--- config.mk ---
export PLATFORM = sky130hd
export DESIGN_NAME = seven_segment_scan_driver_flat
export DESIGN_NICKNAME = d
export VERILOG_FILES = /design/src/rtl/core/ssd_pkg.sv /design/src/rtl/core/ssd_in_if.sv /design/src/rtl/core/ssd_out_if.sv /design/src/rtl/core/ssd_cfg_if.sv /design/src/rtl/core/ssd_front.sv /design/src/rtl/core/ssd_queue.sv /design/src/rtl/core/ssd_back.sv /design/src/rtl/core/seven_segment_scan_driver.sv /design/src/flat_wrapper.sv
export SDC_FILE = /design/constraint.sdc
export NUM_CORES = 1
export LEC_CHECK = 0
export BUFFER_PORTS_ARGS = -buffer_cell sky130_fd_sc_hd__clkbuf_2
export CORE_ASPECT_RATIO = 0.7
export CORE_UTILIZATION = 45
export CTS_CLUSTER_DIAMETER = 80
export DETAILED_ROUTE_END_ITERATION = 16
export GPL_ROUTABILITY_DRIVEN = 0
export GPL_TIMING_DRIVEN = 0
export MAX_ROUTING_LAYER = met4
export PLACE_DENSITY = 0.59
export SYNTH_ARGS = -nofsm -noshare
export SYNTH_HDL_FRONTEND = slang
export SYNTH_SLANG_ARGS = --single-unit
--- constraint.sdc ---
create_clock -name clk -period 9.7 [get_ports clk]
set_input_delay 0.97 -clock clk [delete_from_list [all_inputs] [get_ports clk]]
set_output_delay 0.97 -clock clk [all_outputs]
set_load 0.005 [all_outputs]
--- src/rtl/core/ssd_pkg.sv ---
// Shared types, codes and decode functions for the seven-segment scan driver.
package ssd_pkg;

  localparam logic [1:0] KIND_TICK = 2'd0;
  localparam logic [1:0] KIND_MS   = 2'd1;
  localparam logic [1:0] KIND_RAW  = 2'd2;

  localparam int unsigned LOAD_DIGITS = 4;
  localparam logic [7:0]  DWELL_RESET = 8'd2;

  localparam logic signed [15:0] MS_MAX_S = 16'sd9999;
  localparam logic [13:0]        MS_MAX   = 14'd9999;

  localparam int unsigned QUEUE_DEPTH = 2;
  localparam int unsigned QPTR_W      = $clog2(QUEUE_DEPTH);

  typedef enum logic [1:0] {
    OP_TICK,
    OP_LOAD,
    OP_IDLE
  } op_t;

  typedef logic [3:0] digit_t;

  typedef struct packed {
    op_t                         op;
    logic [LOAD_DIGITS-1:0][3:0] digits;
    logic [LOAD_DIGITS-1:0]      dots;
    logic [15:0]                 hold;
  } cmd_t;

  typedef struct packed {
    op_t                         op;
    logic                        is_ms;
    logic [LOAD_DIGITS-1:0][3:0] digits;
    logic [9:0]                  rem;
    logic [LOAD_DIGITS-1:0]      dots;
    logic [15:0]                 hold;
  } stage_t;

  function automatic digit_t clamp_digit(logic signed [7:0] v);
    digit_t d;
    if (v < 8'sd0) begin
      d = 4'd0;
    end else if (v > 8'sd9) begin
      d = 4'd9;
    end else begin
      d = v[3:0];
    end
    return d;
  endfunction

  function automatic logic [6:0] seg_map(digit_t d);
    logic [6:0] s;
    case (d)
      4'd0:    s = 7'h3F;
      4'd1:    s = 7'h06;
      4'd2:    s = 7'h5B;
      4'd3:    s = 7'h4F;
      4'd4:    s = 7'h66;
      4'd5:    s = 7'h6D;
      4'd6:    s = 7'h7D;
      4'd7:    s = 7'h07;
      4'd8:    s = 7'h7F;
      default: s = 7'h6F;
    endcase
    return s;
  endfunction

endpackage

--- src/rtl/core/ssd_in_if.sv ---
// Input word channel of the seven-segment scan driver.
interface ssd_in_if;
  logic               valid;
  logic               ready;
  logic [1:0]         kind;
  logic signed [15:0] ms_value;
  logic signed [7:0]  digit_zero;
  logic signed [7:0]  digit_one;
  logic signed [7:0]  digit_two;
  logic signed [7:0]  digit_three;
  logic [3:0]         dot_mask;
  logic [15:0]        hold_ticks;

  modport source (
    output valid, kind, ms_value, digit_zero, digit_one, digit_two, digit_three,
           dot_mask, hold_ticks,
    input  ready
  );
  modport sink (
    input  valid, kind, ms_value, digit_zero, digit_one, digit_two, digit_three,
           dot_mask, hold_ticks,
    output ready
  );
endinterface

--- src/rtl/core/ssd_out_if.sv ---
// Result word channel carrying the display pin drive.
interface ssd_out_if;
  logic       valid;
  logic       ready;
  logic [7:0] segments;
  logic [3:0] digit_enable;
  logic       busy_res;

  modport source (
    output valid, segments, digit_enable, busy_res,
    input  ready
  );
  modport sink (
    input  valid, segments, digit_enable, busy_res,
    output ready
  );
endinterface

--- src/rtl/core/ssd_cfg_if.sv ---
// Configuration write channel for the dwell register.
interface ssd_cfg_if;
  logic       valid;
  logic       ready;
  logic [7:0] dwell_ticks;

  modport source (
    output valid, dwell_ticks,
    input  ready
  );
  modport sink (
    input  valid, dwell_ticks,
    output ready
  );
endinterface

--- src/rtl/core/ssd_front.sv ---
// Front end: accepts words, clamps and splits load values into digits.
module ssd_front (
  input  logic             clk,
  input  logic             rst_n,
  ssd_in_if.sink           in_ch,
  output logic             push_valid,
  output ssd_pkg::cmd_t    push_cmd,
  input  logic             push_ready
);

  localparam logic [13:0] RECIP_1000 = 14'd8389;
  localparam logic [15:0] RECIP_100  = 16'd41;
  localparam logic [13:0] RECIP_10   = 14'd103;

  ssd_pkg::stage_t a_r;
  ssd_pkg::stage_t a_nxt;
  logic            a_valid_r;
  logic            a_ready;

  logic [13:0] ms_u;
  logic [27:0] prod_k;
  logic [3:0]  thou;
  logic [13:0] thou_x;

  logic [15:0] prod_h;
  logic [3:0]  hund;
  logic [9:0]  hund_x;
  logic [6:0]  rem2;
  logic [13:0] prod_t;
  logic [3:0]  tens;
  logic [6:0]  tens_x;
  logic [3:0]  units;

  assign a_ready     = !a_valid_r || push_ready;
  assign in_ch.ready = a_ready;

  always_comb begin
    if (in_ch.ms_value < 16'sd0) begin
      ms_u = 14'd0;
    end else if (in_ch.ms_value > ssd_pkg::MS_MAX_S) begin
      ms_u = ssd_pkg::MS_MAX;
    end else begin
      ms_u = in_ch.ms_value[13:0];
    end
    prod_k = 28'(ms_u) * 28'(RECIP_1000);
    thou   = prod_k[26:23];
    thou_x = 14'(thou) * 14'd1000;

    a_nxt.hold  = in_ch.hold_ticks;
    a_nxt.rem   = 10'(ms_u - thou_x);
    a_nxt.is_ms = 1'b0;
    case (in_ch.kind)
      ssd_pkg::KIND_TICK: begin
        a_nxt.op = ssd_pkg::OP_TICK;
      end
      ssd_pkg::KIND_MS: begin
        a_nxt.op    = ssd_pkg::OP_LOAD;
        a_nxt.is_ms = 1'b1;
      end
      ssd_pkg::KIND_RAW: begin
        a_nxt.op = ssd_pkg::OP_LOAD;
      end
      default: begin
        a_nxt.op = ssd_pkg::OP_IDLE;
      end
    endcase
    if (a_nxt.is_ms) begin
      a_nxt.digits = {4'd0, 4'd0, 4'd0, thou};
      a_nxt.dots   = 4'b0001;
    end else begin
      a_nxt.digits = {ssd_pkg::clamp_digit(in_ch.digit_three),
                      ssd_pkg::clamp_digit(in_ch.digit_two),
                      ssd_pkg::clamp_digit(in_ch.digit_one),
                      ssd_pkg::clamp_digit(in_ch.digit_zero)};
      a_nxt.dots   = in_ch.dot_mask;
    end
  end

  always_ff @(posedge clk) begin
    if (!rst_n) begin
      a_valid_r <= 1'b0;
    end else if (a_ready) begin
      a_valid_r <= in_ch.valid;
    end
  end

  always_ff @(posedge clk) begin
    if (a_ready && in_ch.valid) begin
      a_r <= a_nxt;
    end
  end

  always_comb begin
    prod_h = 16'(a_r.rem) * RECIP_100;
    hund   = prod_h[15:12];
    hund_x = 10'(hund) * 10'd100;
    rem2   = 7'(a_r.rem - hund_x);
    prod_t = 14'(rem2) * RECIP_10;
    tens   = prod_t[13:10];
    tens_x = 7'(tens) * 7'd10;
    units  = 4'(rem2 - tens_x);

    push_cmd.op   = a_r.op;
    push_cmd.hold = a_r.hold;
    push_cmd.dots = a_r.dots;
    if (a_r.is_ms) begin
      push_cmd.digits = {units, tens, hund, a_r.digits[0]};
    end else begin
      push_cmd.digits = a_r.digits;
    end
  end

  assign push_valid = a_valid_r;

endmodule

--- src/rtl/core/ssd_queue.sv ---
// Short command queue between the front end and the scan engine.
module ssd_queue (
  input  logic             clk,
  input  logic             rst_n,
  input  logic             push_valid,
  input  ssd_pkg::cmd_t    push_cmd,
  output logic             push_ready,
  output logic             pop_valid,
  output ssd_pkg::cmd_t    pop_cmd,
  input  logic             pop_ready
);

  localparam int unsigned CNT_W = $clog2(ssd_pkg::QUEUE_DEPTH + 1);

  ssd_pkg::cmd_t                mem_r [ssd_pkg::QUEUE_DEPTH];
  logic [ssd_pkg::QPTR_W-1:0]   wr_ptr_r;
  logic [ssd_pkg::QPTR_W-1:0]   rd_ptr_r;
  logic [CNT_W-1:0]             count_r;
  logic                         push;
  logic                         pop;

  assign push_ready = count_r != CNT_W'(ssd_pkg::QUEUE_DEPTH);
  assign pop_valid  = count_r != '0;
  assign push       = push_valid && push_ready;
  assign pop        = pop_valid && pop_ready;
  assign pop_cmd    = mem_r[rd_ptr_r];

  always_ff @(posedge clk) begin
    if (!rst_n) begin
      wr_ptr_r <= '0;
      rd_ptr_r <= '0;
      count_r  <= '0;
    end else begin
      if (push) begin
        wr_ptr_r <= wr_ptr_r + 1'b1;
      end
      if (pop) begin
        rd_ptr_r <= rd_ptr_r + 1'b1;
      end
      if (push && !pop) begin
        count_r <= count_r + 1'b1;
      end else if (pop && !push) begin
        count_r <= count_r - 1'b1;
      end
    end
  end

  always_ff @(posedge clk) begin
    if (push) begin
      mem_r[wr_ptr_r] <= push_cmd;
    end
  end

endmodule

--- src/rtl/core/ssd_back.sv ---
// Scan engine: display state, dwell and hold counting, pin drive register.
module ssd_back #(
  parameter int DIGIT_COUNT = 4
) (
  input  logic             clk,
  input  logic             rst_n,
  input  logic [7:0]       dwell,
  input  logic             pop_valid,
  input  ssd_pkg::cmd_t    pop_cmd,
  output logic             pop_ready,
  ssd_out_if.source        out_ch
);

  localparam int POS_W = (DIGIT_COUNT > 1) ? $clog2(DIGIT_COUNT) : 1;

  logic [ssd_pkg::LOAD_DIGITS-1:0][3:0] digits_r, digits_nxt;
  logic [ssd_pkg::LOAD_DIGITS-1:0]      dots_r, dots_nxt;
  logic [POS_W-1:0]                     pos_r, pos_nxt;
  logic [7:0]                           dwell_cnt_r, dwell_cnt_nxt;
  logic [15:0]                          hold_r, hold_nxt;
  logic                                 active_r, active_nxt;

  logic       out_valid_r;
  logic [7:0] seg_r, seg_nxt;
  logic [3:0] en_r, en_nxt;
  logic       busy_r;

  logic       fire;
  logic [7:0] dwell_eff;
  logic [2:0] pos_w;
  logic [3:0] cur_digit;

  assign pop_ready = !out_valid_r || out_ch.ready;
  assign fire      = pop_valid && pop_ready;
  assign dwell_eff = (dwell == 8'd0) ? 8'd1 : dwell;

  always_comb begin
    digits_nxt    = digits_r;
    dots_nxt      = dots_r;
    pos_nxt       = pos_r;
    dwell_cnt_nxt = dwell_cnt_r;
    hold_nxt      = hold_r;
    active_nxt    = active_r;
    case (pop_cmd.op)
      ssd_pkg::OP_LOAD: begin
        digits_nxt    = pop_cmd.digits;
        dots_nxt      = pop_cmd.dots;
        hold_nxt      = pop_cmd.hold;
        pos_nxt       = '0;
        dwell_cnt_nxt = 8'd0;
        active_nxt    = pop_cmd.hold != 16'd0;
      end
      ssd_pkg::OP_TICK: begin
        if (active_r) begin
          if (hold_r != 16'd0) begin
            hold_nxt = hold_r - 16'd1;
          end
          if ({1'b0, dwell_cnt_r} + 9'd1 >= {1'b0, dwell_eff}) begin
            dwell_cnt_nxt = 8'd0;
            if ({1'b0, pos_r} + (POS_W+1)'(1) >= (POS_W+1)'(DIGIT_COUNT)) begin
              pos_nxt = '0;
              if (hold_nxt == 16'd0) begin
                active_nxt = 1'b0;
              end
            end else begin
              pos_nxt = pos_r + 1'b1;
            end
          end else begin
            dwell_cnt_nxt = dwell_cnt_r + 8'd1;
          end
        end
      end
      default: begin
      end
    endcase
  end

  always_comb begin
    pos_w     = 3'(pos_nxt);
    cur_digit = pos_w[2] ? 4'd0 : digits_nxt[pos_w[1:0]];
    seg_nxt   = 8'd0;
    en_nxt    = 4'd0;
    if (active_nxt) begin
      seg_nxt = {!pos_w[2] && dots_nxt[pos_w[1:0]], ssd_pkg::seg_map(cur_digit)};
      en_nxt  = pos_w[2] ? 4'd0 : (4'd1 << pos_w[1:0]);
    end
  end

  always_ff @(posedge clk) begin
    if (!rst_n) begin
      digits_r    <= '0;
      dots_r      <= '0;
      pos_r       <= '0;
      dwell_cnt_r <= '0;
      hold_r      <= '0;
      active_r    <= 1'b0;
      out_valid_r <= 1'b0;
    end else begin
      if (pop_ready) begin
        out_valid_r <= pop_valid;
      end
      if (fire) begin
        digits_r    <= digits_nxt;
        dots_r      <= dots_nxt;
        pos_r       <= pos_nxt;
        dwell_cnt_r <= dwell_cnt_nxt;
        hold_r      <= hold_nxt;
        active_r    <= active_nxt;
      end
    end
  end

  always_ff @(posedge clk) begin
    if (fire) begin
      seg_r  <= seg_nxt;
      en_r   <= en_nxt;
      busy_r <= active_nxt;
    end
  end

  assign out_ch.valid        = out_valid_r;
  assign out_ch.segments     = seg_r;
  assign out_ch.digit_enable = en_r;
  assign out_ch.busy_res     = busy_r;

endmodule

--- src/rtl/core/seven_segment_scan_driver.sv ---
// Seven-segment scan driver top level: front end, queue, scan engine, dwell register.
// A word passes the front stage register, the queue and the output register before its pin drive is offered.
// Throughput: one word per cycle; the front stage, two-entry queue and output register
// keep input and output stalls apart, so the only limit is the consumer's ready.
// Reset: display dark, all digits and points zero, dwell 2, queue and pipeline empty.
module seven_segment_scan_driver #(
  parameter int DIGIT_COUNT = 4
) (
  input  logic       clk,
  input  logic       rst_n,
  ssd_in_if.sink     in_ch,
  ssd_out_if.source  out_ch,
  ssd_cfg_if.sink    cfg_ch
);

  logic          dwell_r;
  logic [7:0]    dwell_val_r;
  logic          push_valid;
  ssd_pkg::cmd_t push_cmd;
  logic          push_ready;
  logic          pop_valid;
  ssd_pkg::cmd_t pop_cmd;
  logic          pop_ready;

  assign cfg_ch.ready = 1'b1;

  always_ff @(posedge clk) begin
    if (!rst_n) begin
      dwell_val_r <= ssd_pkg::DWELL_RESET;
      dwell_r     <= 1'b0;
    end else begin
      dwell_r <= cfg_ch.valid;
      if (cfg_ch.valid) begin
        dwell_val_r <= cfg_ch.dwell_ticks;
      end
    end
  end

  ssd_front u_front (
    .clk        (clk),
    .rst_n      (rst_n),
    .in_ch      (in_ch),
    .push_valid (push_valid),
    .push_cmd   (push_cmd),
    .push_ready (push_ready)
  );

  ssd_queue u_queue (
    .clk        (clk),
    .rst_n      (rst_n),
    .push_valid (push_valid),
    .push_cmd   (push_cmd),
    .push_ready (push_ready),
    .pop_valid  (pop_valid),
    .pop_cmd    (pop_cmd),
    .pop_ready  (pop_ready)
  );

  ssd_back #(
    .DIGIT_COUNT (DIGIT_COUNT)
  ) u_back (
    .clk       (clk),
    .rst_n     (rst_n),
    .dwell     (dwell_val_r),
    .pop_valid (pop_valid),
    .pop_cmd   (pop_cmd),
    .pop_ready (pop_ready),
    .out_ch    (out_ch)
  );

  a_enable_onehot: assert property (@(posedge clk) disable iff (!rst_n)
    out_ch.valid |-> $onehot0(out_ch.digit_enable))
    else $error("digit enable not one-hot");

  a_dark_when_idle: assert property (@(posedge clk) disable iff (!rst_n)
    (out_ch.valid && !out_ch.busy_res) |-> (out_ch.segments == 8'd0 &&
                                            out_ch.digit_enable == 4'd0))
    else $error("pins driven while display is dark");

  a_dwell_write: assert property (@(posedge clk) disable iff (!rst_n)
    dwell_r |-> dwell_val_r == $past(cfg_ch.dwell_ticks))
    else $error("dwell register did not take written word");

  a_queue_on_output_free: assert property (@(posedge clk) disable iff (!rst_n)
    (pop_valid && !out_ch.valid) |-> pop_ready)
    else $error("scan engine stalled with empty output register");

endmodule
--- src/flat_wrapper.sv ---
// flat-port wrapper written by rule: the top's interface ports become plain ports
module seven_segment_scan_driver_flat 
#(
  parameter int DIGIT_COUNT = 4
)
  (clk, rst_n, in_ch_valid, in_ch_kind, in_ch_ms_value, in_ch_digit_zero, in_ch_digit_one, in_ch_digit_two, in_ch_digit_three, in_ch_dot_mask, in_ch_hold_ticks, in_ch_ready, out_ch_valid, out_ch_segments, out_ch_digit_enable, out_ch_busy_res, out_ch_ready, cfg_ch_valid, cfg_ch_dwell_ticks, cfg_ch_ready);
  ssd_in_if in_ch_i ();
  ssd_out_if out_ch_i ();
  ssd_cfg_if cfg_ch_i ();
  input  logic clk;
  input  logic rst_n;
  input wire logic [$bits(in_ch_i.valid)-1:0] in_ch_valid;
  input wire logic [$bits(in_ch_i.kind)-1:0] in_ch_kind;
  input wire logic [$bits(in_ch_i.ms_value)-1:0] in_ch_ms_value;
  input wire logic [$bits(in_ch_i.digit_zero)-1:0] in_ch_digit_zero;
  input wire logic [$bits(in_ch_i.digit_one)-1:0] in_ch_digit_one;
  input wire logic [$bits(in_ch_i.digit_two)-1:0] in_ch_digit_two;
  input wire logic [$bits(in_ch_i.digit_three)-1:0] in_ch_digit_three;
  input wire logic [$bits(in_ch_i.dot_mask)-1:0] in_ch_dot_mask;
  input wire logic [$bits(in_ch_i.hold_ticks)-1:0] in_ch_hold_ticks;
  output wire logic [$bits(in_ch_i.ready)-1:0] in_ch_ready;
  output wire logic [$bits(out_ch_i.valid)-1:0] out_ch_valid;
  output wire logic [$bits(out_ch_i.segments)-1:0] out_ch_segments;
  output wire logic [$bits(out_ch_i.digit_enable)-1:0] out_ch_digit_enable;
  output wire logic [$bits(out_ch_i.busy_res)-1:0] out_ch_busy_res;
  input wire logic [$bits(out_ch_i.ready)-1:0] out_ch_ready;
  input wire logic [$bits(cfg_ch_i.valid)-1:0] cfg_ch_valid;
  input wire logic [$bits(cfg_ch_i.dwell_ticks)-1:0] cfg_ch_dwell_ticks;
  output wire logic [$bits(cfg_ch_i.ready)-1:0] cfg_ch_ready;
  assign in_ch_i.valid = in_ch_valid;
  assign in_ch_i.kind = in_ch_kind;
  assign in_ch_i.ms_value = in_ch_ms_value;
  assign in_ch_i.digit_zero = in_ch_digit_zero;
  assign in_ch_i.digit_one = in_ch_digit_one;
  assign in_ch_i.digit_two = in_ch_digit_two;
  assign in_ch_i.digit_three = in_ch_digit_three;
  assign in_ch_i.dot_mask = in_ch_dot_mask;
  assign in_ch_i.hold_ticks = in_ch_hold_ticks;
  assign in_ch_ready = in_ch_i.ready;
  assign out_ch_valid = out_ch_i.valid;
  assign out_ch_segments = out_ch_i.segments;
  assign out_ch_digit_enable = out_ch_i.digit_enable;
  assign out_ch_busy_res = out_ch_i.busy_res;
  assign out_ch_i.ready = out_ch_ready;
  assign cfg_ch_i.valid = cfg_ch_valid;
  assign cfg_ch_i.dwell_ticks = cfg_ch_dwell_ticks;
  assign cfg_ch_ready = cfg_ch_i.ready;
  seven_segment_scan_driver #(.DIGIT_COUNT(DIGIT_COUNT)) u_core (.clk(clk), .rst_n(rst_n), .in_ch(in_ch_i), .out_ch(out_ch_i), .cfg_ch(cfg_ch_i));
endmodule
==> results by group <==
STA
  – Maximum clock rate: between 100 and 150 MHz
  – Max-slew headroom: about 46%
  – TNS Setup: 0 ns
  – Crit path time final: slightly above 9 ns
  – Final setup viols: 0
  – Worst slew pin tran: between 0.8 and 0.9 ns
  – Clk_skew: roughly 0.018 ns
  – RSZ-0062 raised after global routing: no
  – Final Max Tran Viols: 0
  – Final Hold Viols: 0
  – Fin Hold WS: approximately 0.45 ns
  – Period utilisation layout: 94.9%

Hold path
  – Hold WC Path Type: reg2reg
  – Min-delay src: u_core.u_front.a_r[31]

Worst setup path
  – Crit-path most repeated cell: ha_1
  – Reg2reg start: u_core.u_front.a_r[23]
  – Max FO, Critical Path: 4
  – CP startpoint: u_core.u_front.a_r[23]
  – CP Data Required Time: 9.90 ns
  – Critical Path Max Stage Delay: around 0.52 ns
  – CP Launch Type: flop
  – Worst EP arrival: around 9.4 ns
  – Crit-path slowest cell: fa_1
  – CP Capture Type: flop
  – Critical Setup Path Class: reg2reg

Clocking
  – CTS tree: built
  – Hold Buf Count CTS: 0
  – Root Driver: clkbuf_16
  – H-tree Lvls: 4
  – CTS sink cnt: 200
  – Max clock buf depth: 2
  – Clock-pin transition on the worst setup and hold timing paths: roughly 0.070 ns
  – Worst skew pair latency: 0.46 ns
  – Num CTS Buffers: 17

Drt
  – Drt first pass iters: 5
  – Initial drt markers: approximately 490
  – Via-per-instance ratio: between 5 and 6
  – Antenna violation net count after detailed routing: 0
  – Via Count: 9,402
  – Average wire per standard cell: 16.5 um
  – Routed WL: between 20,000 and 30,000 um
  – DRC violations left: 0

Layout
  – # fillers: 2,637
  – Area of the multi-input gates: between 7000 and 8000 um2
  – Most frequent cells in the layout: ha_1, inv_1, edfxtp_1
  – Leading cell type in the layout, fill and taps excluded: ha_1
  – Nets: 1,726
  – Post-Layout Cell Count: approximately 1,800
  – Area Growth Syn to Fin: 12.6%
  – Share of cells above drive strength 1: 13.5%
  – Register area: around 5400 um2
  – Fin area: between 15,000 and 20,000 um2

GRT
  – First-pass GRT wire length: approximately 48,000 um
  – GR peak layer: met2
  – Met1 GRT Util: roughly 30%
  – Met2 Track Usage GR: around 30%
  – GRT Util Overall: between 20% and 30%
  – Grt ovf: 0
  – Met3 usage: 3.81%
  – Vias in the first global route: between 9,000 and 10,000
  – Initial antenna violation count: 0
  – Largest net degree at the start of global routing: 41

Logic synthesis
  – Most used DFF post-synth: edfxtp_1
  – Post-synth top area share: a little under a third
  – Synth top area cells: edfxtp_1, ha_1, dfxtp_1, fa_1, inv_1
  – Gate Count Post-Synth: 1,281
  – Syn Area/Cell: between 10 and 15 um2
  – YS warnings: 0
  – Yosys reg bits: 200
  – Async SR Flop Fraction: 0%
  – Syn Std Cell Area: approximately 14,000 um2
  – Area leader, netlist: edfxtp_1
  – EDFF count, synth: 138
  – Synthesized Nets: ~1,600
  – Seq/Total Area, Yosys: between 30% and 40%
  – Synth cell types: 73

Floorplanning
  – DIE HEIGHT: between 100 and 150 um
  – Die X: 210 um
  – Core area: approximately 29,000 um2
  – # IOs: 99
  – Die area: 30,900 um2
  – Starting Density: between 40% and 50%
  – # rows: 52

Placed design
  – Cells after DPL: about 1,800
  – Port Buffer Count: 95
  – Dpl cell area: approximately 15,000 um2
  – Final HPWL DP: 23,400 um

Flow run
  – Max Cap Viol: 0

Status
  – Outcome: complete, no violations
kinds of logic after synthesis:
family	share of synthesized area, %
other	0.0276
xor gates and xnor gates	3.29
adders and majority gates	24.3
DFF	39.7
muxes	5.45
and+or+nand+nor	11.6
buffers and inverters	5.56
AOI/OAI and AO/OA	10.2
cells in the mapped netlist (11+ instances only):
cell and instances:
a21o_1 12, fa_1 40, nor2b_1 29, xnor2_1 41, nand2_1 76, o21ai_0 71, and2_1 33, a21oi_1 44
a21boi_0 16, nor4_1 16, nor2_1 73, clkbuf_1 28, edfxtp_1 138, ha_1 200, dfxtp_1 62, inv_1 156
nor3_1 21, mux2_2 15, mux2i_1 57, nand2b_1 11
critical path: cells and delay by family (launching register included):
| family | cells | cell delay, ns |
|---|---|---|
| fa+ha+maj | 12 | 4.22 |
| compound gates | 10 | 1.91 |
| xor+xnor | 8 | 1.52 |
| flops | 1 | 0.48 |
| mux | 1 | 0.28 |
| buf+inv | 5 | 0.27 |
| simple gates | 2 | 0.25 |
routing by layer:
layer	wire, um	share of wire, %	up-vias
met5	0	0	-
met4	255	0.86	0
met3	1440	4.9	21
met2	12300	41	207
met1	15700	53	4419
li1	-	-	4755
path summary, 6_finish.rpt:
path / end / cells after the start / slack (ns)
hold reg to reg: u_core.u_queue.mem_r[0][21] / 0 / 0.45
hold / removal: u_core.u_queue.mem_r[0][21] / 0 / 0.45
setup / recovery: u_core.u_queue.mem_r[0][35] / 38 / 0.49
setup reg to reg: u_core.u_queue.mem_r[0][35] / 38 / 0.49
stage by stage:
stage | utilization [%] | setup slack, ns
2_1_floorplan | - | 1.24
3_3_place_gp | 49.6 | 0.0711
3_5_place_dp | 49.9 | -0.00327
4_1_cts | 51.9 | 0.0469
5_1_grt | 52.2 | 0.0346
6_report | 52.2 | 0.493
area by class of cell:
class / count / area share, %
Tap cell: 378 / 3.09
Inverter: 156 / 3.83
Clock buffer: 17 / 2.78
Buffer: 39 / 1.11
Multi-Input combinational cell: 886 / 49.0
Timing Repair Buffer: 103 / 3.75
Sequential cell: 200 / 35.2
Antenna cell: 1 / 0.0164
Clock inverter: 15 / 1.16
state kept, by name, summed over array words and instances (netlist names), 2 cells and up, named ones only:
register	cells
u_core.dwell_val_r	8
u_core.u_back.digits_r	16
u_core.u_back.dots_r	4
u_core.u_back.dwell_cnt_r	8
u_core.u_back.hold_r	16
u_core.u_back.out_ch.digit_enable	4
u_core.u_back.out_ch.segments	8
u_core.u_back.pos_r	2
u_core.u_front.a_r	27
u_core.u_front.push_cmd	22
u_core.u_queue.count_r	2
u_core.u_queue.mem_r	76
timing repair:
| item | 4_1_cts | 5_1_grt |
|---|---|---|
| setup buffers | 0 | 5 |
| endpoints found under the setup margin | 0 | 5 |
| gates resized for setup | 0 | 7 |
Power is not shown: default switching activity piles up to over one toggle a cycle in this logic, so the estimate is an artifact.
